**src/rtl/rirr_ram.sv**
```systemverilog
// ----------------------------------------------------------------------------
// rirr_ram
// Generic single-write, single-read RAM with a registered read port.
// ----------------------------------------------------------------------------
module rirr_ram #(
    parameter int WIDTH = 8,
    parameter int DEPTH = 16
) (
    input  logic                                   clk,
    input  logic                                   we,
    input  logic [(DEPTH > 1 ? $clog2(DEPTH) : 1)-1:0] waddr,
    input  logic [WIDTH-1:0]                       wdata,
    input  logic                                   re,
    input  logic [(DEPTH > 1 ? $clog2(DEPTH) : 1)-1:0] raddr,
    output logic [WIDTH-1:0]                       rdata
);

    logic [WIDTH-1:0] mem [DEPTH];
    logic [WIDTH-1:0] rdata_reg;

    always_ff @(posedge clk)
    begin
        if (we)
        begin
            mem[waddr] <= wdata;
        end
        if (re)
        begin
            rdata_reg <= mem[raddr];
        end
    end

    assign rdata = rdata_reg;

endmodule

```
**config.mk**
```make
export PLATFORM = sky130hd
export DESIGN_NAME = rirr_ram
export DESIGN_NICKNAME = d
export VERILOG_FILES = /design/src/rtl/rirr_ram.sv
export SDC_FILE = /design/constraint.sdc
export NUM_CORES = 1
export LEC_CHECK = 0
export CORE_MARGIN = 5
export CORE_UTILIZATION = 30
export DETAILED_ROUTE_END_ITERATION = 6
export DONT_BUFFER_PORTS = 1
export GPL_ROUTABILITY_DRIVEN = 0
export GPL_TIMING_DRIVEN = 0
export HOLD_SLACK_MARGIN = 0.06
export PLACE_DENSITY = 0.47
export RECOVER_POWER = 50
export SYNTH_ARGS = -nofsm -noshare
export SYNTH_HDL_FRONTEND = slang
export SYNTH_SLANG_ARGS = --single-unit
```
**constraint.sdc**
```tcl
create_clock -name clk -period 1.56 [get_ports clk]
set_clock_uncertainty 0.05 [all_clocks]
set_input_delay 0.078 -clock clk [delete_from_list [all_inputs] [get_ports clk]]
set_output_delay 0.078 -clock clk [all_outputs]
set_load 0.02 [all_outputs]
```
# After elaboration in Yosys (flattened, before gate mapping)
# Memory sizes are Yosys's and may differ from the RTL's. A register that Yosys moved wholly into a read port is not among the register bits.
# Index checks and enable logic that the tools add are counted.
# classes
n_mux	2
# op_table
op	count
1-bit two-way mux	2
# totals
reg_bits	0
ram_bits	128
inputBits	19
out_inout_bits	8
word_cells	3
mem_count	1
# memory_table
memory	depth	word_bits	rd	rd_clocked_by_memory_dff	wr	line	source
mem	16	8	1	1	1	18	logic [WIDTH-1:0] mem [DEPTH];

# Logic depth before layout (Yosys ltp)
# depth
depth_word	2
depth_mapped	5
mapped_depth_nobuf	3

# Worst setup path after synthesis
# Ideal clock, no wire load.
# synth_path
kind	input-to-reg
startpoint	input waddr[2] (netlist bit)
endpoint	memory mem[0][0], enable pin
setup_ps	383
arrival_time_ps	1188
t_required_ps	1127
path_slack_ps	-61
stages	2
path_buffers	0
path_cell_list	or3b_2 nor3_1
# synth_rtl
element	line	source
start, declared	11	input logic [(DEPTH > 1 ? $clog2(DEPTH) : 1)-1:0] waddr,
end, declared	18	
# Straight into the memory's write port.

==> impl_results.md <==
- Commonest cells post-synth: edfxtp_1 (136), mux4_2 (18), a22oi_1 (16)
- Seq pwr share: between 40 and 50%
- Final Hold Vio Count: 24
- Minimum clock period: 1548 ps
- Headroom to the max-slew limit: 7.977%
- Netlist Area Pre-Place: 5228 sq um
- Crit share post-route: 99.23%
- Core box area: 17180 sq um
- Hold Path Class: in2reg
- Overflow after GRT: 0
- Netlist cell types: 18
- Final ANT Viol Nets: 0
- Mean Syn Cell Area: 22.83 sq um
- Drt total wl: around 11000 microns
- Final setup violating endpoints: 0
- Pwr Density: 1360 nW/um^2
- Placement Cell Area: 5519 sq um
- DRT iter0 DRCs: 204
- Largest net degree at the start of global routing: 17
- Final slew viol count: 0
- Crit path max fanout: 1
- Crit-path cells: mux4_2, a22oi_2, nand2_1
- Hold Path Origin: waddr[0]
- Seq cells post-synth: between 100 and 150
- First-pass GRT wire length: 16670 microns
- Design Power: approximately 8400 uW
- NetSw: 1699 uW
- Fmax achieved: 646.0 MHz
- Critical Path Slowest Stage Cell: mux4_2
- Sequential-to-total area share from yosys stat: 78.12%
- Worst r2r src: mem[3][7]$_DFFE_PP_
- Data arrival time of the worst path: 1660 ps
- Worst path buffer plus inverter count: 0
- Crit Path Class: reg2reg
- Clk_lat worst skew: ~420 ps
- Die ar.: 20170 sq um
- Final #Nets: 276
- Setup crit start kind: flop
- Max_cap viols: 0
- Vias per inst: 4.752
- Row count: 48
- Drt wl/cell: 22.73 microns
- Post-CTS Hold Buffers: 9
- Number of synthesis warnings: 0
- CTS tree: built
- Clock Sinks: 136
- Die H: approximately 140 microns
- Vias after detailed routing: 2352
- Slowest stage delay, CP: 510 ps
- Post-synth top area cell: edfxtp_1
- Synth top area share: about four fifths
- Initial antenna violation count: 1
- Top Ports: 27
- Int Pwr: 6745 uW
- Clock group share of total power: a little under half
- Sw Share: 20.12%
- H-tree Lvls: 4
- Port bufs: 0
- Violated checks: negative hold slack
- Total CTS buffers: 17
- Maximum vdd drop: 828.6 uV
- Most common cell in the netlist: edfxtp_1
- Clock Path Buffers: 2
- 1st-pass router iterations: 4
- Die X: 142.0 microns
- Area grow syn2layout: 18.74%
- Post-synth top flop: edfxtp_1
- Combinational group share of total power: 4.5%
- Vias in the first global route: between 2000 and 2500
- Tot GR Track Use: between 10% and 20%
- Least-Margin Pin Slew: roughly 1400 ps
- Leakage power: 0.001956 uW
- Number of flops mapped to enable cells by yosys: 136
- Clock slew at reported path FFs: roughly 60 ps
- Post-CTS Setup Repair Bufs: 0
- Fraction of layout cells with a size suffix above 1: 26.77%
- CP delay by family, top: multiplexers
- CP Capture Type: flop
- Starting Density: 30.43%
- Synth Net Count: 248
- WP data required: approximately 1700 ps
- Hpwl dp: 7082 microns
- CTS Root Cell: clkbuf_16
- Hold slack final: -99.39 ps
- Top post-synthesis cells by area: edfxtp_1 (78%), mux4_2 (7.8%), mux4_1 (7.0%)
- RSZ-0062 raised after global routing: true
- Async SR Flop Fraction: 0%
- Worst setup startpoint: mem[3][7]$_DFFE_PP_
- Number of flip-flops under the largest register name: about 130
- Status: complete, but fails checks
- Post-Synthesis Cells: 229
- DRC errors left: 0
- Finished Cell Area: 6207 sq um
## through the flow
stage	worst slack, ps	utilization (%)	instances	setup TNS (ps)	hold slack [ps]
after global placement	-361.1	32.10	454	-14910	128.0
after detailed placement	-390.5	32.13	454	-13590	128.1
after CTS	4.975	36.07	494	0	-103.8
final	12.06	36.14	495	0	-99.39
after global routing	-35.66	36.14	495	-98.37	-108.6
after floorplan	149.6	-	229	0	126.9
## logic make-up after synthesis
family,synth area share (%)
simple gates,3.136
compound gates,2.298
mux,14.79
buf+inv,1.651
flops,78.12
## placed cells by master (no fill, tap or decap), drive strengths merged, types with 2 or more instances in the layout
| cell | instances |
|---|---|
| clkinv | 8 |
| clkdlybuf4s25 | 3 |
| bufinv | 3 |
| mux4 | 32 |
| dlygate4sd3 | 9 |
| nand2 | 9 |
| buf | 7 |
| nor3 | 4 |
| clkbuf | 19 |
| a22oi | 16 |
| nand2b | 2 |
| nand3b | 2 |
| nor2 | 13 |
| edfxtp | 136 |
## final cells by class
| type | count | area, sq um |
|---|---|---|
| multi-input cells | 83 | 1096 |
| fillers | 1612 | 10970 |
| clock buffers | 19 | 432.9 |
| repair buffers | 9 | 90.09 |
| flip-flops and latches | 136 | 4084 |
| diodes | 1 | 2.502 |
| well taps | 225 | 281.5 |
| clock inverters | 12 | 133.9 |
| plain buffers | 10 | 86.33 |
## worst reg2reg max path, stage by stage, from the launching register on
cell and delay, ps:
edfxtp_1 360, mux4_2 510, a22oi_2 260, nand2_1 110
## metal layers
layer	up-vias	track usage, %	routed length [microns]	share of wire, %
met5	-	0	0	0
met4	0	5.606	171	1.5
met3	13	3.696	660	5.9
met2	60	17.91	5398	48
met1	1247	16.21	5021	45
li1	1032	-	-	-
## power by group through the flow
stage / Combinational (uW) / Clock (uW) / Sequential [uW]
final: 379 / 3900 / 4170
after global routing: 411 / 4120 / 4170
after CTS: 387 / 3960 / 4170
after detailed placement: 294 / 0 / 4240
after global placement: 295 / 0 / 4240
after floorplan: 208 / 0 / 4230
## path summary, 6_finish.rpt
kind	endpoint	slack, ps	depth (start not counted)
min	mem[8][4]$_DFFE_PP_	-100	1
max reg2reg	rdata[7]$_DFFE_PP_	10	3
min reg2reg	rdata[1]$_DFFE_PP_	710	3
max	rdata[7]$_DFFE_PP_	10	3
## repair_timing
action                                  4_1_cts  5_1_grt
endpoints found under the setup margin        7        5
resized for setup                            11        3
hold endpoints to repair                    168       32
pin swaps                                     5        1
Power figures use the tool's default switching activity.
