--- config.mk ---
export PLATFORM = sky130hd
export DESIGN_NAME = rirr_sigrem
export DESIGN_NICKNAME = d
export VERILOG_FILES = /design/src/rtl/rirr_pkg.sv /design/src/rtl/rirr_sigrem.sv
export SDC_FILE = /design/constraint.sdc
export NUM_CORES = 1
export LEC_CHECK = 0
export ABC_AREA = 1
export BUFFER_PORTS_ARGS = -buffer_cell sky130_fd_sc_hd__buf_2
export CORE_ASPECT_RATIO = 1.5
export CORE_UTILIZATION = 46
export CTS_CLUSTER_SIZE = 14
export DETAILED_ROUTE_END_ITERATION = 6
export GPL_TIMING_DRIVEN = 0
export HOLD_SLACK_MARGIN = 0.05
export PLACE_DENSITY = 0.79
export SETUP_SLACK_MARGIN = 0.3
export SLEW_MARGIN = 5
export SYNTH_ARGS = -nofsm -noshare
export SYNTH_HDL_FRONTEND = slang
export SYNTH_SLANG_ARGS = --single-unit
--- constraint.sdc ---
create_clock -name clk -period 1.4 [get_ports clk]
set_input_delay 0.14 -clock clk [delete_from_list [all_inputs] [get_ports clk]]
set_output_delay 0.14 -clock clk [all_outputs]
set_load 0.02 [all_outputs]
--- src/rtl/rirr_pkg.sv ---
// ----------------------------------------------------------------------------
// rirr_pkg
// Shared constants and codes for the reuse-interval RRIP replacement block.
// ----------------------------------------------------------------------------
package rirr_pkg;

    localparam int STAMP_W = 32;
    localparam int SUM_W   = 48;
    localparam int CNT_W   = 16;
    localparam int PC_W    = 16;
    localparam int SETI_W  = 11;
    localparam int WAYI_W  = 4;

    localparam int ADDR_W  = 4;

    typedef enum logic [1:0] {
        MODE_VICTIM = 2'd0,
        MODE_HIT    = 2'd1,
        MODE_FILL   = 2'd2,
        MODE_NONE   = 2'd3
    } mode_t;

    localparam logic [ADDR_W-1:0] ADDR_SHORT = 4'h0;
    localparam logic [ADDR_W-1:0] ADDR_MOD   = 4'h4;
    localparam logic [ADDR_W-1:0] ADDR_CONF  = 4'h8;

endpackage

--- src/rtl/rirr_sigrem.sv ---
// ----------------------------------------------------------------------------
// rirr_sigrem
// Remainder of a PC value by the signature table depth through a reciprocal
// multiply, with the quotient registered before the remainder is formed.
// ----------------------------------------------------------------------------
module rirr_sigrem #(
    parameter int SIG_ENTRIES = 32768
) (
    input  logic                           clk,
    input  logic                           rst_n,
    input  logic                           start,
    input  logic [rirr_pkg::PC_W-1:0]      value,
    output logic                           done,
    output logic [$clog2(SIG_ENTRIES)-1:0] rem
);

    localparam int SIG_W   = $clog2(SIG_ENTRIES);
    localparam int PC_W    = rirr_pkg::PC_W;
    localparam int RECIP_W = PC_W + 1;
    localparam int SHIFT   = PC_W + SIG_W;
    localparam int PROD_W  = PC_W + RECIP_W;
    // Rounded-up reciprocal of the depth; with this shift the quotient is
    // exact for every PC value.
    localparam longint unsigned RECIP =
        ((64'd1 << SHIFT) + 64'(SIG_ENTRIES) - 64'd1) / 64'(SIG_ENTRIES);

    logic [PROD_W-1:0] prod;
    logic [PC_W-1:0]   quot;
    logic [PC_W-1:0]   back;
    logic [PC_W-1:0]   value_reg;
    logic [PC_W-1:0]   quot_reg;
    logic [SIG_W-1:0]  rem_reg;
    logic              busy_reg;
    logic              done_reg;

    // Quotient from the multiply by the reciprocal, registered on start.
    assign prod = value * RECIP_W'(RECIP);
    assign quot = PC_W'(prod >> SHIFT);

    // Remainder as the value minus the registered quotient times depth.
    assign back = PC_W'(quot_reg * RECIP_W'(SIG_ENTRIES));

    always_ff @(posedge clk or negedge rst_n)
    begin
        if (!rst_n)
        begin
            busy_reg <= 1'b0;
            done_reg <= 1'b0;
        end
        else
        begin
            busy_reg <= start;
            done_reg <= busy_reg && !start;
        end
    end

    always_ff @(posedge clk)
    begin
        if (start)
        begin
            value_reg <= value;
            quot_reg  <= quot;
        end
        if (busy_reg)
        begin
            rem_reg <= SIG_W'(value_reg - back);
        end
    end

    assign done = done_reg;
    assign rem  = rem_reg;

endmodule

# Word-level counts from Yosys, hierarchy flattened
# Cells that the tools add are included.
dict set report word_totals {
  register_bits 32
  input_bits 19
  output_inout_bits 16
}
dict set report op_classes {
  addsub 1
  n_reduce_logical 2
}
# operator count
set ops {}
lappend ops {{15-bit by 1-bit subtractor with 15-bit output, second input constant} 1}
lappend ops {{1-bit logical AND} 1}
lappend ops {{1-bit zero test} 1}

# Depth between registers and ports, before layout
# Gate-level depths: netlist (run 1).
dict set report depth {
  ltp_word 2
  depth_mapped 2
  depth_no_buf 2
}

# Worst setup path after synthesis (run 1)
# No wires, ideal clock.
dict set report synth_path {
  kind {register -> register}
  start {reg busy_reg}
  end {reg rem_reg[0], in the netlist rem[0], enable pin}
  setup_ns 0.366
  arrival_ns 0.607
  slack_ns 0.427
  stages_incl_launch_ff 1
  n_path_buf 0
  synth_period_minus_slack_ns 0.973
  cell_sequence {dfrtp_1}
}
# element line
set synth_lines {}
lappend synth_lines {{start, declared} rirr_sigrem.sv:33} ;# logic busy_reg;
lappend synth_lines {{start signal, assigned} rirr_sigrem.sv:52} ;# busy_reg <= start;
lappend synth_lines {{end signal, assigned} rirr_sigrem.sv:66} ;# rem_reg <= SIG_W'(value_reg - back);
lappend synth_lines {{end, declared} rirr_sigrem.sv:32} ;# logic [SIG_W-1:0] rem_reg;
# No word-level cell between the ends.

# Final worst setup path (run 1)
dict set report layout_path {
  start {reg rem_reg[7], in the netlist rem[7]}
  end {out rem[7]}
}
# element line
set layout_lines {}
lappend layout_lines {{end, declared} rirr_sigrem.sv:14} ;# output logic [$clog2(SIG_ENTRIES)-1:0] rem
# No word-level cell between the ends.

==> results of run 1 <==
-- per-stage QoR --
stage               hold WS, ns  std cells  utilization (%)  setup WS (ns)  power, µW
global route              0.126        112             72.2          0.332       1920
detailed placement      -0.0709         88             60.6          0.340       1310
floorplan                -0.156         34                -          0.427       1240
global placement        -0.0753         88             60.6          0.348       1300
finish                    0.121        112             72.2          0.390       1850
CTS                       0.126        112             72.1          0.337       1840
-- synth_stat cells --
library cell | count | area, µm²
dfrtp_1 | 2 | 50.1
edfxtp_1 | 30 | 901
nor2_2 | 1 | 6.26
inv_1 | 1 | 3.75
-- path summary, 6_finish.rpt --
kind | from | endpoint | slack, ns | cells past startpoint
min | start | busy_reg$_DFF_PN0_ | 0.12 | 1
min in group asynchronous | rst_n | done$_DFF_PN0_ | 0.13 | 2
min reg2reg | value_reg[8]$_DFFE_PP_ | rem[8]$_DFFE_PP_ | 0.41 | 0
max reg2reg | busy_reg$_DFF_PN0_ | rem[6]$_DFFE_PP_ | 0.53 | 0
max in group asynchronous | rst_n | busy_reg$_DFF_PN0_ | 1.15 | 2
max | rem[7]$_DFFE_PP_ | rem[7] | 0.39 | 1
-- layer usage --
metal  wire length, µm  vias up  global-route usage, %
li1                  -      245                      -
met1               495      219                   16.7
met2               875       35                   29.3
met3               152       11                   9.20
met4                72        0                   12.3
met5                 0        -                      0
-- power groups by stage --
stage / Combinational (µW) / Sequential (µW) / Clock, µW
floorplan: 1.61 / 1240 / 0
global placement: 124 / 1180 / 0
detailed placement: 127 / 1180 / 0
CTS: 161 / 1160 / 521
global route: 177 / 1170 / 570
finish: 165 / 1160 / 522
-- final cells by class --
cell class / count / area, µm² / share of cell area [%]
clock inverters: 1 / 3.75 / 0.273
well taps: 21 / 26.3 / 1.91
repair buffers: 49 / 325 / 23.7
clock buffers: 7 / 55.1 / 4.01
multi-input cells: 1 / 6.26 / 0.456
flip-flops and latches: 32 / 952 / 69.4
inverters: 1 / 3.75 / 0.273
-- logic make-up after synthesis --
kind of cell           share of synthesized area [%]
buffers and inverters                          0.390
flip-flops                                      99.0
AND/OR/NAND/NOR                                0.651
-- what timing repair did --
action,in CTS,in global routing
endpoints found under the hold margin,17,0
setup endpoints to repair,0,16
gates resized for setup,0,1
hold buffers,16,0
==> run summary, run 1 <==
Tcrit/Tclk final - 72.1%
Clk_skew - 0.0120 ns
Postcts setup bufs - 0
PortBufs - 33
Register area share after synthesis - 99.0%
Placer Congestion - 0.607
Clk_lat worst skew - 0.32 ns
DRC viols - 0
Vias per cell - 4.55
Max H-tree Level - 2
LEAKAGE - 0.000555 µW
Root Driver - clkbuf_4
Total Routing Usage GR - 18.1%
Final Max Slew Viols - 0
Most frequent cells in the layout - 33 x buf_2, 30 x edfxtp_1, 16 x dlygate4sd3_1
Cells after synthesis - 34
Post-synthesis cell type count - 4
Hold WC Path Type - primary input to flop
CP top delay family - flip-flops
Startpoint Class - flop
Grt ovf - 0
Critical path type - flop to primary output
Syn Std Cell Area - 961 µm²
Most common cell after layout, fill and taps aside - buf_2
Max-Cap Viols - 0
Wirelength per Cell - 14.2 µm
Post-route cell area - 1370 µm²
Area delta synth->final - 42.8%
Max Freq - 990 MHz
Fin crit period - 1.01 ns
Bufs on Longest Clock Path - 2
Via count - 510
Number of global-route vias before repair - 538
Worst EP arrival - 0.87 ns
Max transition margin - 76.8%
Peak ir drop on the vdd network - 0.937 mV
Initial antenna violation count - 0
Comb power frac - 8.9%
Die area - 2280 µm²
CTS tree - done
Largest net degree at the start of global routing - 18
# setup viols final - 0
Die Wd - 39.3 µm
Final ANT Viol Nets - 0
Die Y - 58.0 µm
Clock power share - 28.2%
Mapped Avg Cell Area - 28.3 µm²
Sw frac - 21.5%
Endpoints failing hold - 0
Final WL - 1600 µm
P_int - 1450 µW
Placement Cell Area - 1150 µm²
Initial Utilization - 50.5%
Share of post-route cells with drive strength above 1 - 45.1%
Crit path buffers/inverters - 1
Ant. Diodes - 0
Net count, final - 109
TritonCTS Buffers - 5
TNS Setup - 0 ns
CTS Sinks - 32
Ordered list of cells on the worst path - buf_2
Critical Path Fanout Max - 1
Io pins - 35
Yosys reg bits - 32
Drt initial violations - 1
Unrepaired setup endpoints after global routing - no
Switching pwr - 398 µW
Slowest CP cell - edfxtp_1
Pwr/cell area - 1350 nW/µm²
Pin slew with the least headroom to its limit - 0.347 ns
Crit path capture type - primary output
Status - finished, final reports clean
CP required - 1.26 ns
Global-route wire length before repair - 2480 µm
Fillers - 127
Mapped Nets - 53
Sequential Power Share - 62.9%
Core footprint - 1900 µm²
Max incr delay on CP - 0.38 ns
DRT Pass-1 Iters - 2
CTS clk-pin slew, worst paths - 0.09 ns
FP Rows - 19
Synth warn - 0
No activity file was read; power rests on OpenSTA's default activity.
==> inputs of run 2 (changes only) <==
--- a/config.mk
+++ b/config.mk
@@ -5,7 +5,7 @@
 export SDC_FILE = /design/constraint.sdc
 export NUM_CORES = 1
 export LEC_CHECK = 0
-export ABC_AREA = 1
+export ABC_AREA = 0
 export BUFFER_PORTS_ARGS = -buffer_cell sky130_fd_sc_hd__buf_2
 export CORE_ASPECT_RATIO = 1.5
 export CORE_UTILIZATION = 46
==> constraint.sdc (replaced) <==
create_clock -name clk -period 1 [get_ports clk]
set_input_delay 0.1 -clock clk [delete_from_list [all_inputs] [get_ports clk]]
set_output_delay 0.1 -clock clk [all_outputs]
set_load 0.02 [all_outputs]
==> run summary, run 2 <==
Finished Layout Cells - 112
Most frequent cells in the layout - 30 x edfxtp_1, 17 x buf_2, 16 x buf_6
Synth top area cells - edfxtp_1 93%, dfrtp_1 5.2%, nor2b_4 1.4%
FP Rows - 19
Area taken by multi-input logic gates - 13.8 µm²
Die area - 2290 µm²
P_int - 2020 µW
Initial antenna violation count - 0
Root Driver - clkbuf_4
Die Y - 58.1 µm
Critical Path Fanout Max - 1
Post-synth top area share - 93.4%
PortBufs - 33
Bufs on Longest Clock Path - 2
Placer Congestion - 0.664
Most used DFF post-synth - edfxtp_1
Wirelength per Cell - 13.8 µm
Critical path type - flop to primary output
Initial Utilization - 50.7%
Ant. Diodes - 0
CP required - 0.90 ns
TritonCTS Buffers - 5
Placement Cell Area - 1160 µm²
Cells after synthesis - 33
Max H-tree Level - 2
Die Wd - 39.4 µm
CTS Sinks - 32
Comb power frac - 12.5%
Sw frac - 20.9%
Via count - 529
Syn Std Cell Area - 965 µm²
Mapped Avg Cell Area - 29.2 µm²
DRC viols - 0
Pwr/cell area - 1700 nW/µm²
Final Max Slew Viols - 0
Unrepaired setup endpoints after global routing - yes
Max Freq - 1030 MHz
TNS Setup - 0 ns
Grt ovf - 0
Most frequent cell after synthesis - edfxtp_1
Final WL - 1540 µm
Clock power share - 23.5%
Yosys reg bits - 32
Ordered list of cells on the worst path - buf_6
Endpoints failing hold - 0
Net count, final - 110
Vias per cell - 4.72
Most common cell after layout, fill and taps aside - edfxtp_1
Dpl ws - 0.0888 ns
Max transition margin - 74.9%
Max incr delay on CP - 0.41 ns
CTS tree - done
Post-synth EDFFs - 30
Pin slew with the least headroom to its limit - 0.377 ns
Switching pwr - 535 µW
Status - finished, final reports clean
Peak ir drop on the vdd network - 1.07 mV
Fillers - 100
Io pins - 35
Tcrit/Tclk final - 96.8%
Hold WC Path Type - primary input to asynchronous set/reset pin
Global-route wire length before repair - 2330 µm
Post-synthesis cell type count - 3
Setup WS post-layout - 0.0317 ns
Startpoint Class - flop
Worst EP arrival - 0.87 ns
Crit path buffers/inverters - 1
Post-synth top area cell - edfxtp_1
Post-route cell area - 1500 µm²
Mapped Nets - 52
Clk_lat worst skew - 0.31 ns
Sequential Power Share - 64.0%
Synth warn - 0
Fin crit period - 0.968 ns
Clk_skew - 0.0108 ns
Max-Cap Viols - 0
Largest net degree at the start of global routing - 18
Ys async rst share - 6.25%
DRT Pass-1 Iters - 4
Post-synth top cells - 30 x edfxtp_1, 2 x dfrtp_1, 1 x nor2b_4
FF/Latch Area - 955 µm²
Slowest CP cell - edfxtp_1
Inst Count DP - 87
Final ANT Viol Nets - 0
# setup viols final - 0
Area delta synth->final - 55.5%
Share of post-route cells with drive strength above 1 - 46.2%
Crit path capture type - primary output
Core footprint - 1900 µm²
CTS clk-pin slew, worst paths - 0.09 ns
Drt initial violations - 16
Total Routing Usage GR - 16.6%
Register area share after synthesis - 98.6%
LEAKAGE - 0.000614 µW
CP top delay family - flip-flops
Number of global-route vias before repair - 568
run 2: per-stage QoR:
stage,utilization [%],power (µW),hold WS [ns]
CTS,78.1,2580,0.0898
detailed placement,60.9,1840,-0.113
floorplan,-,1730,-0.196
finish,78.9,2560,0.117
global placement,60.9,1830,-0.113
global route,78.9,2660,0.102
run 2: metal layers:
metal	vias up	wire [µm]	global-route usage [%]
met2	33	897	29.3
li1	246	-	-
met3	6	93	6.13
met5	-	0	0
met1	244	504	15.5
met4	0	45	8.87
run 2: worst paths after layout:
| kind | end | cells past startpoint | startpoint | slack [ns] |
|---|---|---|---|---|
| worst min-delay path | busy_reg$_DFF_PN0_ | 2 | rst_n | 0.12 |
| min in group clk | busy_reg$_DFF_PN0_ | 1 | start | 0.12 |
| worst max-delay path | rem[8] | 1 | rem[8]$_DFFE_PP_ | 0.03 |
| max in group asynchronous | busy_reg$_DFF_PN0_ | 2 | rst_n | 0.78 |
| worst max register to register | done$_DFF_PN0_ | 2 | busy_reg$_DFF_PN0_ | 0.12 |
| worst min register to register | rem[7]$_DFFE_PP_ | 0 | value_reg[7]$_DFFE_PP_ | 0.42 |
run 2: kinds of logic (layout without fill, tap and decap cells):
group / Yosys count / after routing / share of synthesized area [%]
flops: 32 / 32 / 98.6
simple gates: 1 / 1 / 1.43
buf+inv: 0 / 58 / 0
run 2: power groups by stage:
stage,logic [µW],registers (µW),clock network [µW]
floorplan,3.54,1730,0
global placement,177,1650,0
detailed placement,180,1660,0
CTS,311,1640,635
global route,338,1650,673
finish,319,1640,600
run 2: repair_timing:
item / in CTS / in global routing
gates resized for setup: 34 / 5
hold buffers: 16 / 0
cloned: 0 / 0
hold endpoints to repair: 17 / 0
setup endpoints to repair: 32 / 34
pin swaps: 0 / 0
buffers inserted: 2 / 0
run 2: cell type report:
type | count | area share [%]
Timing Repair Buffer | 51 | 30.7
Sequential cell | 32 | 63.6
Tap cell | 21 | 1.75
Clock inverter | 2 | 0.500
Multi-Input combinational cell | 1 | 0.917
Clock buffer | 5 | 2.50
==> inputs of run 3 (changes only) <==
--- a/config.mk
+++ b/config.mk
@@ -13,7 +13,7 @@
 export DETAILED_ROUTE_END_ITERATION = 6
 export GPL_TIMING_DRIVEN = 0
 export HOLD_SLACK_MARGIN = 0.05
-export PLACE_DENSITY = 0.79
+export PLACE_DENSITY = 0.75
 export SETUP_SLACK_MARGIN = 0.3
 export SLEW_MARGIN = 5
 export SYNTH_ARGS = -nofsm -noshare
==> run summary, run 3 (synthesized netlist as in run 2, its figures left out) <==
TritonCTS Buffers - 5
Dpl ws - 0.0895 ns
DRC viols - 0
Pwr/cell area - 1800 nW/µm²
Global-route wire length before repair - 2420 µm
Critical Path Fanout Max - 1
Bufs on Longest Clock Path - 2
Reg2reg start - busy_reg$_DFF_PN0_
Max incr delay on CP - 0.40 ns
Crit path from - rem[10]$_DFFE_PP_
CP required - 0.90 ns
Max transition margin - 74.1%
Die Wd - 39.4 µm
# setup viols final - 0
Final ANT Viol Nets - 0
Root Driver - clkbuf_4
Grt ovf - 0
Final Max Slew Viols - 0
CTS clk-pin slew, worst paths - 0.10 ns
Endpoints failing hold - 0
Post-Route Utilization - 79.4%
Ant. Diodes - 0
Slowest CP cell - edfxtp_1
Critical path type - flop to primary output
Initial Utilization - 50.7%
LEAKAGE - 0.000608 µW
Largest net degree at the start of global routing - 18
Most frequent cells in the layout - 30 x edfxtp_1, 17 x buf_2, 17 x buf_6
CP top delay family - flip-flops
Total Routing Usage GR - 17.7%
Die area - 2290 µm²
Ordered list of cells on the worst path - buf_6
Final WL - 1600 µm
Hold WC Path Type - primary input to asynchronous set/reset pin
Placer Congestion - 0.670
Max-Cap Viols - 0
CTS tree - done
Crit path capture type - primary output
Die Y - 58.1 µm
Crit path buffers/inverters - 1
Drt initial violations - 10
Initial antenna violation count - 0
Core footprint - 1900 µm²
Clk_skew - 0.00427 ns
Setup WS post-layout - 0.0278 ns
Vias per cell - 4.59
Tcrit/Tclk final - 97.2%
Peak ir drop on the vdd network - 1.42 mV
Via count - 519
Unrepaired setup endpoints after global routing - yes
Total Power - 2710 µW
Pin slew with the least headroom to its limit - 0.388 ns
Clk_lat worst skew - 0.33 ns
FP Rows - 19
Max H-tree Level - 2
CTS Sinks - 32
DRT Pass-1 Iters - 4
PortBufs - 33
Fin crit period - 0.972 ns
Wirelength per Cell - 14.1 µm
Io pins - 35
Share of post-route cells with drive strength above 1 - 48.9%
Net count, final - 110
Startpoint Class - flop
Status - finished, final reports clean
Max Freq - 1030 MHz
Area delta synth->final - 56.6%
Number of global-route vias before repair - 538
Most common cell after layout, fill and taps aside - edfxtp_1
Worst EP arrival - 0.87 ns
-- run 3: layout make-up --
cell class	instances	area, µm²
Sequential cell	32	952
Timing Repair Buffer	51	457
Fill cell	109	392
Clock buffer	6	51.3
Tap cell	21	26.3
Multi-Input combinational cell	1	13.8
Clock inverter	2	10.0
-- run 3: final timing paths --
path / end / slack (ns) / cells past startpoint
min in group clk: busy_reg$_DFF_PN0_ / 0.09 / 1
setup reg to reg: rem[7]$_DFFE_PP_ / 0.16 / 1
setup / recovery: rem[10] / 0.03 / 1
hold / removal: busy_reg$_DFF_PN0_ / 0.08 / 2
hold reg to reg: rem[1]$_DFFE_PP_ / 0.43 / 0
max in group asynchronous: busy_reg$_DFF_PN0_ / 0.81 / 2
-- run 3: what timing repair did --
action                                 4_1_cts  5_1_grt
hold buffers                                16        0
gates resized for setup                      5       28
setup endpoints to repair                   32       32
endpoints found under the hold margin       17        0
setup buffers                                2        0
-- run 3: routing by layer --
layer / vias to the layer above / track usage (%) / part of all wire [%] / wire, µm
met4: 0 / 11.8 / 2.9 / 46
met3: 6 / 9.20 / 6.6 / 106
met5: - / 0 / 0 / 0
met2: 28 / 29.5 / 59 / 940
met1: 240 / 15.1 / 32 / 503
li1: 245 / - / - / -
-- run 3: metrics by stage --
| stage | area, µm² | setup TNS, ns | std cells | hold slack (ns) |
|---|---|---|---|---|
| 6_report | 1510 | 0 | 113 | 0.0811 |
| 5_1_grt | 1510 | -0.100 | 113 | 0.0699 |
| 4_1_cts | 1420 | 0 | 113 | 0.0606 |
| 3_5_place_dp | 1160 | 0 | 87 | -0.114 |
| 3_3_place_gp | 1160 | 0 | 87 | -0.116 |
| 2_1_floorplan | 966 | 0 | 33 | -0.196 |
-- run 3: power breakdown --
part           total (µW)  switching (µW)  internal, µW
combinational         317             136           182
clock                 759             425           334
sequential           1630            42.9          1590
total                2710             603          2110
