### src/rtl/rirr_victim.sv
// ----------------------------------------------------------------------------
// rirr_victim
// Victim selection and set ageing over one row of way ages.
// ----------------------------------------------------------------------------
module rirr_victim #(
    parameter int NUM_WAYS = 16,
    parameter int AGE_BITS = 2
) (
    input  logic [NUM_WAYS*AGE_BITS-1:0] ages,
    output logic [$clog2(NUM_WAYS)-1:0]  pick,
    output logic [NUM_WAYS*AGE_BITS-1:0] aged
);

    localparam int WAY_W   = $clog2(NUM_WAYS);
    localparam int NUM_AGE = 1 << AGE_BITS;

    logic [NUM_AGE-1:0]  present;
    logic [AGE_BITS-1:0] oldest;
    logic [AGE_BITS-1:0] gap;

    // Mark every age value that occurs somewhere in the set.
    always_comb
    begin
        present = '0;
        for (int w = 0; w < NUM_WAYS; w++)
        begin
            present[ages[w*AGE_BITS +: AGE_BITS]] = 1'b1;
        end
    end

    always_comb
    begin
        oldest = '0;
        for (int a = 0; a < NUM_AGE; a++)
        begin
            if (present[a])
            begin
                oldest = AGE_BITS'(a);
            end
        end
    end

    // The lowest way at the oldest age is the victim, once the set is aged.
    always_comb
    begin
        pick = '0;
        for (int w = NUM_WAYS - 1; w >= 0; w--)
        begin
            if (ages[w*AGE_BITS +: AGE_BITS] == oldest)
            begin
                pick = WAY_W'(w);
            end
        end
    end

    assign gap = ~oldest;

    always_comb
    begin
        for (int w = 0; w < NUM_WAYS; w++)
        begin
            aged[w*AGE_BITS +: AGE_BITS] = ages[w*AGE_BITS +: AGE_BITS] + gap;
        end
    end

endmodule

### config.mk
export PLATFORM = sky130hd
export DESIGN_NAME = rirr_victim
export DESIGN_NICKNAME = d
export VERILOG_FILES = /design/src/rtl/rirr_victim.sv
export SDC_FILE = /design/constraint.sdc
export NUM_CORES = 1
export LEC_CHECK = 0
export ABC_CLOCK_PERIOD_IN_PS = 12000
export CORE_AREA = 10 10 64 66
export DETAILED_ROUTE_END_ITERATION = 8
export DIE_AREA = 0 0 74 76
export DONT_BUFFER_PORTS = 1
export MAX_ROUTING_LAYER = met4
export PLACE_DENSITY = 0.55
export SLEW_MARGIN = 20
export SYNTH_ARGS = -nofsm -noshare
export SYNTH_HDL_FRONTEND = slang
export SYNTH_SLANG_ARGS = --single-unit
export TNS_END_PERCENT = 10
### constraint.sdc
create_clock -name vclk -period 12
set_input_delay 2.4 -clock vclk [all_inputs]
set_output_delay 2.4 -clock vclk [all_outputs]
set_load 0.005 [all_outputs]
# After elaboration in Yosys (flattened, before gate mapping)
# Index checks and enable logic that the tools add are counted.
# totals
register_bits	0
input_bits	32
output_inout_bits	36
elab_cells	147
# op_classes
n_addsub	16
n_lt_le_gt_ge	32
n_eq_ne	16
n_mux	51
n_bitwise	16
n_reduce_logical	16
# op_table
cell	count
$mux W4	16
$or A4 B4 Y4	15
$lt A2 B3 Y1 const B	16
$add A2 B2 Y2	16
$demux W1 S2	16
$eq A2 B2 Y1	16
$ge A2 B1 Y1 const B	16
$mux W1	17
$logic_and A1 B1 Y1	16
$mux W2	2
$not A2 Y2	1

# Depth between registers and ports, before layout
# Gate-level depths: netlist (run 1).
# logic_depth
word_depth	39
depth_mapped	11

# Worst setup path after synthesis (run 1)
# OpenSTA, ideal clock, no wires.
# synth_path
kind	input-to-output
from	input ages[13]
to	output pick[1]
t_arrival_ps	5106
required_time_ps	9600
setup_slack_ps	4494
path_stages	9
path_buffers	0
path_cell_list	a22o_1 > a221oi_1 > and4_1 > a21boi_0 > ha_1 > o21a_1 > a211oi_2 > o211ai_1 > a31oi_1
# synth_via
elab_chain_cells	34
elab_cells_between_ends	50
# synth_rtl
element	line_no	text
from (decl)	9	input logic [NUM_WAYS*AGE_BITS-1:0] ages,
$lt A2 B3 Y1 (implied by the code) or $ge A2 B1 Y1 (tied branches)	27	present[ages[w*AGE_BITS +: AGE_BITS]] = 1'b1;
$logic_and A1 B1 Y1 (implied by the code)	27	
$mux W1 (implied by the code)	27	
$demux W1 S2	27	
$or A4 B4 Y4 (no line) (10 in a row)	--	
$mux W1	36	if (present[a])
$mux W2 (2 in a row)	36	
$eq A2 B2 Y1	49	if (ages[w*AGE_BITS +: AGE_BITS] == oldest)
$mux W4 (15 in a row)	49	
$mux W4 *	49	
to (decl)	10	output logic [$clog2(NUM_WAYS)-1:0] pick,
# Mark *: on every way between the ends. The rest lies on a longest branch, timed or not.

# Worst setup path in the final report (run 1)
# layout_path
from	input ages[5]
to	output pick[1]
# layout_via
elab_chain_cells	38
elab_cells_between_ends	54
# layout_rtl
element	line_no
$lt A2 B3 Y1 (implied by the code) or $ge A2 B1 Y1 (tied branches)	27
$logic_and A1 B1 Y1 (implied by the code)	27
$mux W1 (implied by the code)	27
$demux W1 S2	27
$or A4 B4 Y4 (no line) (14 in a row)	--
$mux W1	36
$mux W2 (2 in a row)	36
$eq A2 B2 Y1	49
$mux W4 (15 in a row)	49
$mux W4 *	49
# Marked as above.

==> impl_metrics.toml, run 1 <==
[status]
outcome = "completed"

[critical_path]
critical_path.endpoint = "pick[1]"
worstPathRequired_ns = 9.60
cp.arrival_ns = 5.16
worst_setup_path_end_kind = "output port"
worst-path-max-fanout = 9
critical_path.startpoint = "ages[5]"
timing_worst_setup_path_type = "input pin to output port"
startpoint_class = "input pin"

[timing]
setup_viol = 0
timing_hold_violations_final = 0
timing.final.crit_share = 0.630
setup_tns_ns = 0
drv_slew = 0
fmax_mhz = 132
timing.max_slew.rel_slack = 0.484
unrepaired_setup_endpoints_after_global_routing = "no"
final.min_clock_period_ns = 7.56
tightestPinTransition_ns = 0.773

[detailed_routing]
number_of_iterations_in_the_first_detailed_routing_pass = 4
routed-wl-met3_um = 436
initialDrtViolationCount = 41
count_of_unresolved_drc_violations_after_routing = 0
vias_per_cell = 6.32
routedWlPerCell_um = 21.6
wirelength_um = 3930
top_layer = "met4"
via_count = 1150
routedLengthMet1_um = 1490
ant_nets_after_route = 0
wl_met2_um = 1960

[grt]
grt_max_degree = 36
grt_antenna_before_repair = 0
grt_pass1_wl_um = 5870
grtUsageTotal = 0.127
via_count_of_the_first_global_routing_pass = 1120
global_route.overflow_total = 0

[place]
dp_hpwl_um = 3410
placement.io_buffers = 0
place_congestion = 0.824

[worst_hold_path]
holdCritPathClass = "input pin to output port"

[pwr]
power.net_switching_mw = 0.0167
intPower_mw = 0.0145
switching_share = 0.535
share_clk_of_total_power = 0
p_comb_frac = 1.000
pwr_density_cell_nw_per_um2 = 28.5
power.share.sequential = 0
irDropWorstVdd_mv = 0.0122
power.static_leakage_nw = 0.473

[cells_and_area]
area_delta_synth_final_pct = 0.690
finalNetCount = 199
n_fill_cell = 321
n_clock_buffer = 0
diodes = 0
register_area_sq_um = 0
final_util = 0.374
drive_above_1_share = 0.0537
n_sequential_cell = 0
mostFrequentLayoutCells = "inv_1 (17), nor2_1 (17), xnor2_1 (16), ha_1 (16), nand2b_1 (9)"

[floorplanning]
die_y_um = 76
die_ar_sq_um = 5620
ios = 68
std_cell_rows = 20
die_x_um = 74
initial_utilization = 0.371
coreArea_sq_um = 2930

[synth]
largest_family_of_logic_cells_by_synthesized_area = "compound AO/OA/AOI/OAI gates"
synth_sequential_area_ratio = 0
syn_area_sq_um = 1090
synth-adder-area-share = 0.184
synth_simple_gate_area_share = 0.257
synth.area.mux_share = 0
mappedNetlistNets = 200
synthesized_instance_count = 152
synth.avg_cell_area_sq_um = 7.15
synth_xor_xnor_area_share = 0.129
post_synth_num_cell_types = 35
synth-warning-count = 0
synthesized_area_fraction_occupied_by_ao_oa_aoi_and_oai_cells = 0.334

[clock_tree]
cts_setup_buffers = 0
holdBufCountCts = 0
ctsResizeCount = 0

[flow_run]
timing.max_cap.violations = 0
-- cell usage after synthesis, types with 2 or more instances --
cell / number / area [sq um]
a221oi_1: 5 / 43.8
a22o_1: 4 / 35.0
a31oi_1: 2 / 12.5
buf_6: 3 / 33.8
ha_1: 16 / 200
inv_1: 17 / 63.8
nand2_1: 5 / 18.8
nand2b_1: 9 / 56.3
nand3_1: 3 / 15.0
nand4_1: 2 / 12.5
nand4b_1: 2 / 17.5
nor2_1: 17 / 63.8
nor4_1: 2 / 12.5
o2111ai_1: 4 / 35.0
o211ai_1: 2 / 15.0
o21a_1: 5 / 37.5
o21ai_0: 7 / 35.0
o21ai_1: 6 / 30.0
o21ai_2: 2 / 17.5
o22ai_1: 6 / 37.5
or2b_1: 4 / 30.0
xnor2_1: 16 / 140
-- logic make-up after synthesis --
logic type               after synthesis
AO/OA/AOI/OAI                         49
XOR/XNOR                              16
buffers and inverters                 21
AND/OR/NAND/NOR                       50
adder cells (fa/ha/maj)               16
-- critical path: stages --
cell and delay (ns):
a22o_1 0.21, a221oi_1 0.25, and4_1 0.25, a21boi_1 0.64
buf_4 0.30, ha_1 0.27, o21ai_1 0.27, nand4_1 0.17
o211ai_1 0.24, a31oi_1 0.15
-- worst min-delay path by stage --
stage,start,endpoint,slack [ns],cells after the start
after floorplan,ages[10],aged[10],4.93,1
after global placement,ages[12],aged[12],4.95,1
after detailed placement,ages[0],aged[0],4.95,1
after CTS,ages[0],aged[0],4.95,1
after global routing,ages[20],aged[20],4.95,1
final,ages[0],aged[0],4.95,1
-- layout make-up --
class                           instances  area, sq um  area share
Tap cell                               33         41.3      0.0377
Multi-Input combinational cell        131          982       0.897
Inverter                               17         63.8      0.0583
Timing Repair Buffer                    1         7.51     0.00686
-- routing by layer --
| metal | vias to the layer above | global-route usage |
|---|---|---|
| li1 | 559 | - |
| met4 | 0 | 0.0149 |
| met3 | 4 | 0.0326 |
| met2 | 45 | 0.216 |
| met1 | 542 | 0.149 |
| met5 | - | - |
-- stage by stage --
step	hold slack (ns)	total power, mW	std cells	setup WS, ns	area, sq um
after floorplan	4.93	0.0253	152	4.49	1090
after detailed placement	4.95	0.0314	182	4.46	1090
final	4.95	0.0312	182	4.44	1090
after global routing	4.95	0.0347	182	4.26	1090
after global placement	4.95	0.0310	182	4.53	1090
after CTS	4.95	0.0316	182	4.46	1090
-- power groups by stage --
stage	sequential, mW	clock [mW]	combinational [mW]
CTS	0	0	0.0316
floorplan	0	0	0.0253
finish	0	0	0.0312
global placement	0	0	0.0310
global route	0	0	0.0347
detailed placement	0	0	0.0314
Power figures use the tool's default switching activity.
==> run 2: changes to the inputs <==
ABC_CLOCK_PERIOD_IN_PS = 6400   (was 12000)
PLACE_DENSITY = 0.57   (was 0.55)
clock period = 6.4 ns   (was 12 ns; I/O delays follow)
==> run 2 against run 1 <==
Effect of this change: first-iteration DRC count increased by 39%; via count decreased by 2.0%; sequential share of layout area unchanged; critical path type unchanged; core utilization unchanged; flip-flop and latch count unchanged; final cell count unchanged.
==> impl_metrics.toml, run 2 (same netlist as run 1, synthesis figures left out) <==
[status]
outcome = "completed"

[detailed_routing]
wirelength_um = 3880
number_of_iterations_in_the_first_detailed_routing_pass = 4
routedWlPerCell_um = 21.3
ant_nets_after_route = 0
initialDrtViolationCount = 57
count_of_unresolved_drc_violations_after_routing = 0
via_count = 1127
vias_per_cell = 6.19

[grt]
grtUsageMet3 = 0.0508
grtUsageTotal = 0.132
global_route.usage.met1 = 0.149
grt_antenna_before_repair = 0
via_count_of_the_first_global_routing_pass = 1140
globalRouteMet2Util = 0.221
grt_max_degree = 36
grt_pass1_wl_um = 6060
global_route.overflow_total = 0
busiest_layer = "met2"

[timing]
tightestPinTransition_ns = 0.702
setup_tns_ns = 0
setup_viol = 0
unrepaired_setup_endpoints_after_global_routing = "no"
drv_slew = 0
timing.max_slew.rel_slack = 0.531
timing.final.crit_share = 0.819
fmax_mhz = 191
final.min_clock_period_ns = 5.24
timing_hold_violations_final = 0

[pwr]
irDropWorstVdd_mv = 0.0210
pwr_density_cell_nw_per_um2 = 53.3
power.static_leakage_nw = 0.473

[floorplanning]
initial_utilization = 0.371
coreArea_sq_um = 2930
die_ar_sq_um = 5620
std_cell_rows = 20
ios = 68
die_y_um = 76
die_x_um = 74

[place]
placement.io_buffers = 0
dp_hpwl_um = 3320
dp_cells = 182
place_congestion = 0.930
dpl-instance-area_sq_um = 1090

[cells_and_area]
n_sequential_cell = 0
stdcell_count = 182
n_clock_buffer = 0
drive_above_1_share = 0.0537
post_route_cell_area_sq_um = 1090
n_fill_cell = 305
diodes = 0
mostFrequentLayoutCells = "inv_1 (17), nor2_1 (17), xnor2_1 (16), ha_1 (16), nand2b_1 (9)"
area_delta_synth_final_pct = 0.690
finalNetCount = 199
register_area_sq_um = 0

[flow_run]
timing.max_cap.violations = 0

[clock_tree]
cts_setup_buffers = 0
holdBufCountCts = 0
ctsResizeCount = 0

[critical_path]
worstPathRequired_ns = 5.12
worst_path_max_delay_cell = "a21boi_1"
worst-path-max-fanout = 9
worst_setup_path_end_kind = "output port"
timing_worst_setup_path_type = "input pin to output port"
cp.arrival_ns = 3.96
critical_path.cell_chain = "a22o_1, a221oi_1, and4_1, a21boi_1, buf_4, ha_1, o21a_1, nand4b_1, a211oi_1, nor2_1"
critPathMaxStageDelay_ns = 0.59
startpoint_class = "input pin"

[worst_hold_path]
holdCritPathClass = "input pin to output port"
min_delay_path_depth = 1
==> run 2: cell counts in the layout (fill, tap and decap cells not counted) <==
No cell type changed its count.
==> run 2: final timing paths <==
check	startpoint	to	slack [ns]
worst max-delay path	ages[5]	pick[2]	1.16
worst min-delay path	ages[0]	aged[0]	2.71
==> run 2: critical path: cells and delay by family <==
| family | cells | cell delay, ns |
|---|---|---|
| buffers and inverters | 1 | 0.30 |
| AOI/OAI and AO/OA | 5 | 1.51 |
| and+or+nand+nor | 3 | 0.57 |
| adders and majority gates | 1 | 0.30 |
==> run 2: per-stage QoR <==
| step | total power [mW] | hold WS [ns] | setup slack [ns] | util |
|---|---|---|---|---|
| 3_5_place_dp | 0.0590 | 2.71 | 1.17 | 0.374 |
| 3_3_place_gp | 0.0582 | 2.71 | 1.26 | 0.374 |
| 2_1_floorplan | 0.0473 | 2.69 | 1.13 | - |
| 5_1_grt | 0.0652 | 2.72 | 0.958 | 0.374 |
| 6_report | 0.0584 | 2.71 | 1.16 | 0.374 |
| 4_1_cts | 0.0593 | 2.71 | 1.19 | 0.374 |
==> run 2: cell type report <==
| type | count | area, sq um | area share |
|---|---|---|---|
| inverter | 17 | 63.8 | 0.0583 |
| timing repair buffer | 1 | 7.51 | 0.00686 |
| multi-input combinational | 131 | 982 | 0.897 |
| tap | 33 | 41.3 | 0.0377 |
==> run 2: power breakdown <==
part | total, mW | internal, mW | switching [mW]
clock network | 0 | 0 | 0
registers | 0 | 0 | 0
logic | 0.0584 | 0.0272 | 0.0312
total | 0.0584 | 0.0272 | 0.0312
==> run 2: per-layer routing <==
metal	vias to the layer above	part of all wire
li1	559	-
met1	511	0.39
met2	55	0.49
met3	2	0.12
met4	0	0.0031
met5	-	0
==> run 3: changes to the inputs <==
ABC_AREA = 1   (was not set)
ABC_CLOCK_PERIOD_IN_PS = 5310   (was 6400)
CORE_AREA = 10 10 63 65   (was 10 10 64 66)
DIE_AREA = 0 0 73 75   (was 0 0 74 76)
PLACE_DENSITY = 0.56   (was 0.57)
clock period = 5.31 ns   (was 6.4 ns; I/O delays follow)
==> run 3 against run 2 <==
Effect of this change: sequential share of layout area unchanged; critical path depth up 13; power rose by 22%; die area is 2.6% lower; critical path type unchanged; largest cell class unchanged; largest power group unchanged.
==> impl_metrics.toml, run 3 <==
[timing]
timing.max_slew.rel_slack = 0.817
unrepaired_setup_endpoints_after_global_routing = "no"
timing_hold_violations_final = 0
setup_viol = 0
timing.final.crit_share = 0.810
final.min_clock_period_ns = 4.30
setup_tns_ns = 0
tightestPinTransition_ns = 0.271
drv_slew = 0
fmax_mhz = 233

[critical_path]
startpoint_class = "input pin"
worst_setup_path_end_kind = "output port"
critical_path.cell_chain = "inv_1, nand2_1, o221ai_1, a221oi_1, nand4_1, a21boi_1, buf_4, ha_1, nand2_1, nand2_1, nand2_1, nand2_1, nand2_1, nand2_1, nand2_1, nand2_1, nand2_1, nand2_1, nand2_1, nand2_1, nand2_1, nand2_1, a21oi_2"
worst-path-max-fanout = 11
cp.arrival_ns = 3.24
critPathMaxStageDelay_ns = 0.28
critical-path-top-cell-by-count = "nand2_1"
timing_worst_setup_path_type = "input pin to output port"
worst_path_max_delay_cell = "ha_1"
worstPathRequired_ns = 4.25

[grt]
via_count_of_the_first_global_routing_pass = 1107
global_route.overflow_total = 0
grt_antenna_before_repair = 0
grt_pass1_wl_um = 5260
grt_max_degree = 18
grtUsageTotal = 0.117

[detailed_routing]
initialDrtViolationCount = 35
vias_per_cell = 4.83
via_count = 1155
wirelength_um = 3330
ant_nets_after_route = 0
number_of_iterations_in_the_first_detailed_routing_pass = 4
routedWlPerCell_um = 13.9
count_of_unresolved_drc_violations_after_routing = 0

[floorplanning]
ios = 68
initial_utilization = 0.397
coreArea_sq_um = 2710
die_x_um = 73
std_cell_rows = 19
die_y_um = 75
die_ar_sq_um = 5480

[flow_run]
timing.max_cap.violations = 0

[clock_tree]
cts_setup_buffers = 0
holdBufCountCts = 0
ctsResizeCount = 0

[synth]
synth.avg_cell_area_sq_um = 5.20
yosys.area.top_type_share = 0.359
yosysMostFrequentCell = "nand2_1"
mappedNetlistNets = 255
syn_area_sq_um = 1080
netlist.top_cell.by_area = "nand2_1"
synthesized_instance_count = 207
yosys-top-cells-count = "nand2_1 (103), inv_1 (35), ha_1 (16), xor2_1 (16), nor2_1 (12)"
synth-warning-count = 0
synth_sequential_area_ratio = 0
post_synth_num_cell_types = 23
synthTopCellsByArea = "nand2_1 (36%), ha_1 (19%), xor2_1 (13%), inv_1 (12%), nor2_1 (4.2%)"

[cells_and_area]
finalNetCount = 258
n_clock_buffer = 0
n_sequential_cell = 0
register_area_sq_um = 0
area_delta_synth_final_pct = 4.53
final_common_cell = "nand2_1"
drive_above_1_share = 0.0337
mostFrequentLayoutCells = "nand2_1 (103), inv_1 (35), xor2_1 (16), ha_1 (16), nor2_1 (12)"
diodes = 0
stdcell_count = 239

[place]
dp_cells = 239
dp_hpwl_um = 3000
place_congestion = 0.799
placement.io_buffers = 0

[pwr]
irDropWorstVdd_mv = 0.0277
pwr_density_cell_nw_per_um2 = 63.4
power.net_switching_mw = 0.0442
intPower_mw = 0.0271
share_clk_of_total_power = 0
power.share.sequential = 0
switching_share = 0.620
power.static_leakage_nw = 0.837
p_comb_frac = 1.000

[worst_hold_path]
holdCritPathClass = "input pin to output port"

[status]
outcome = "completed"
==> run 3: cell count changes in the layout (fill, tap and decap cells not counted), moves of 4 or more <==
cell / change
nand2_1: +98
inv_1: +18
xnor2_1: -16
xor2_1: +16
nand2b_1: -9
o21ai_0: -6
nor2_1: -5
o21a_1: -5
o21ai_1: -5
a21oi_1: +4
a221oi_1: -4
a22o_1: -4
o2111ai_1: -4
or2b_1: -4
==> run 3: path summary, 6_finish.rpt <==
check                 startpoint  endpoint  cells after the start
worst max-delay path    ages[13]   pick[0]                     23
worst min-delay path     ages[0]   aged[0]                      1
==> run 3: layout make-up <==
class | count | area, sq um
Tap cell | 31 | 38.8
Multi-Input combinational cell | 171 | 940
Fill cell | 332 | 1590
Inverter | 35 | 131
Timing Repair Buffer | 2 | 15.0
==> run 3: per-stage QoR <==
step	hold slack [ns]	cell area (sq um)	power (mW)	setup WS, ns	utilization
floorplan	2.26	1080	0.0586	0.458	-
global placement	2.27	1120	0.0732	0.985	0.415
detailed placement	2.27	1120	0.0729	0.960	0.415
CTS	2.27	1120	0.0733	0.958	0.415
global route	2.28	1120	0.0843	0.553	0.415
finish	2.27	1120	0.0713	1.01	0.415
==> run 3: kinds of logic after synthesis <==
logic type	synth area share
xor+xnor	0.130
buf+inv	0.127
compound gates	0.119
simple gates	0.438
fa+ha+maj	0.186
==> run 3: routing by layer <==
| metal | wire length (um) | vias up | GRT usage |
|---|---|---|---|
| met2 | 1530 | 46 | 0.201 |
| met3 | 435 | 0 | 0.0355 |
| li1 | - | 640 | - |
| met5 | 0 | - | - |
| met1 | 1360 | 469 | 0.140 |
| met4 | 0 | 0 | 0 |
==> run 3: power by group through the flow <==
stage | clock, mW | sequential, mW | combinational [mW]
finish | 0 | 0 | 0.0713
detailed placement | 0 | 0 | 0.0729
global route | 0 | 0 | 0.0843
floorplan | 0 | 0 | 0.0586
global placement | 0 | 0 | 0.0732
CTS | 0 | 0 | 0.0733
==> run 3: worst max-delay path, delay by kind of cell <==
kind	cells	cell delay (ns)
fa+ha+maj	1	0.28
buf+inv	2	0.27
simple gates	16	0.92
compound gates	4	0.70
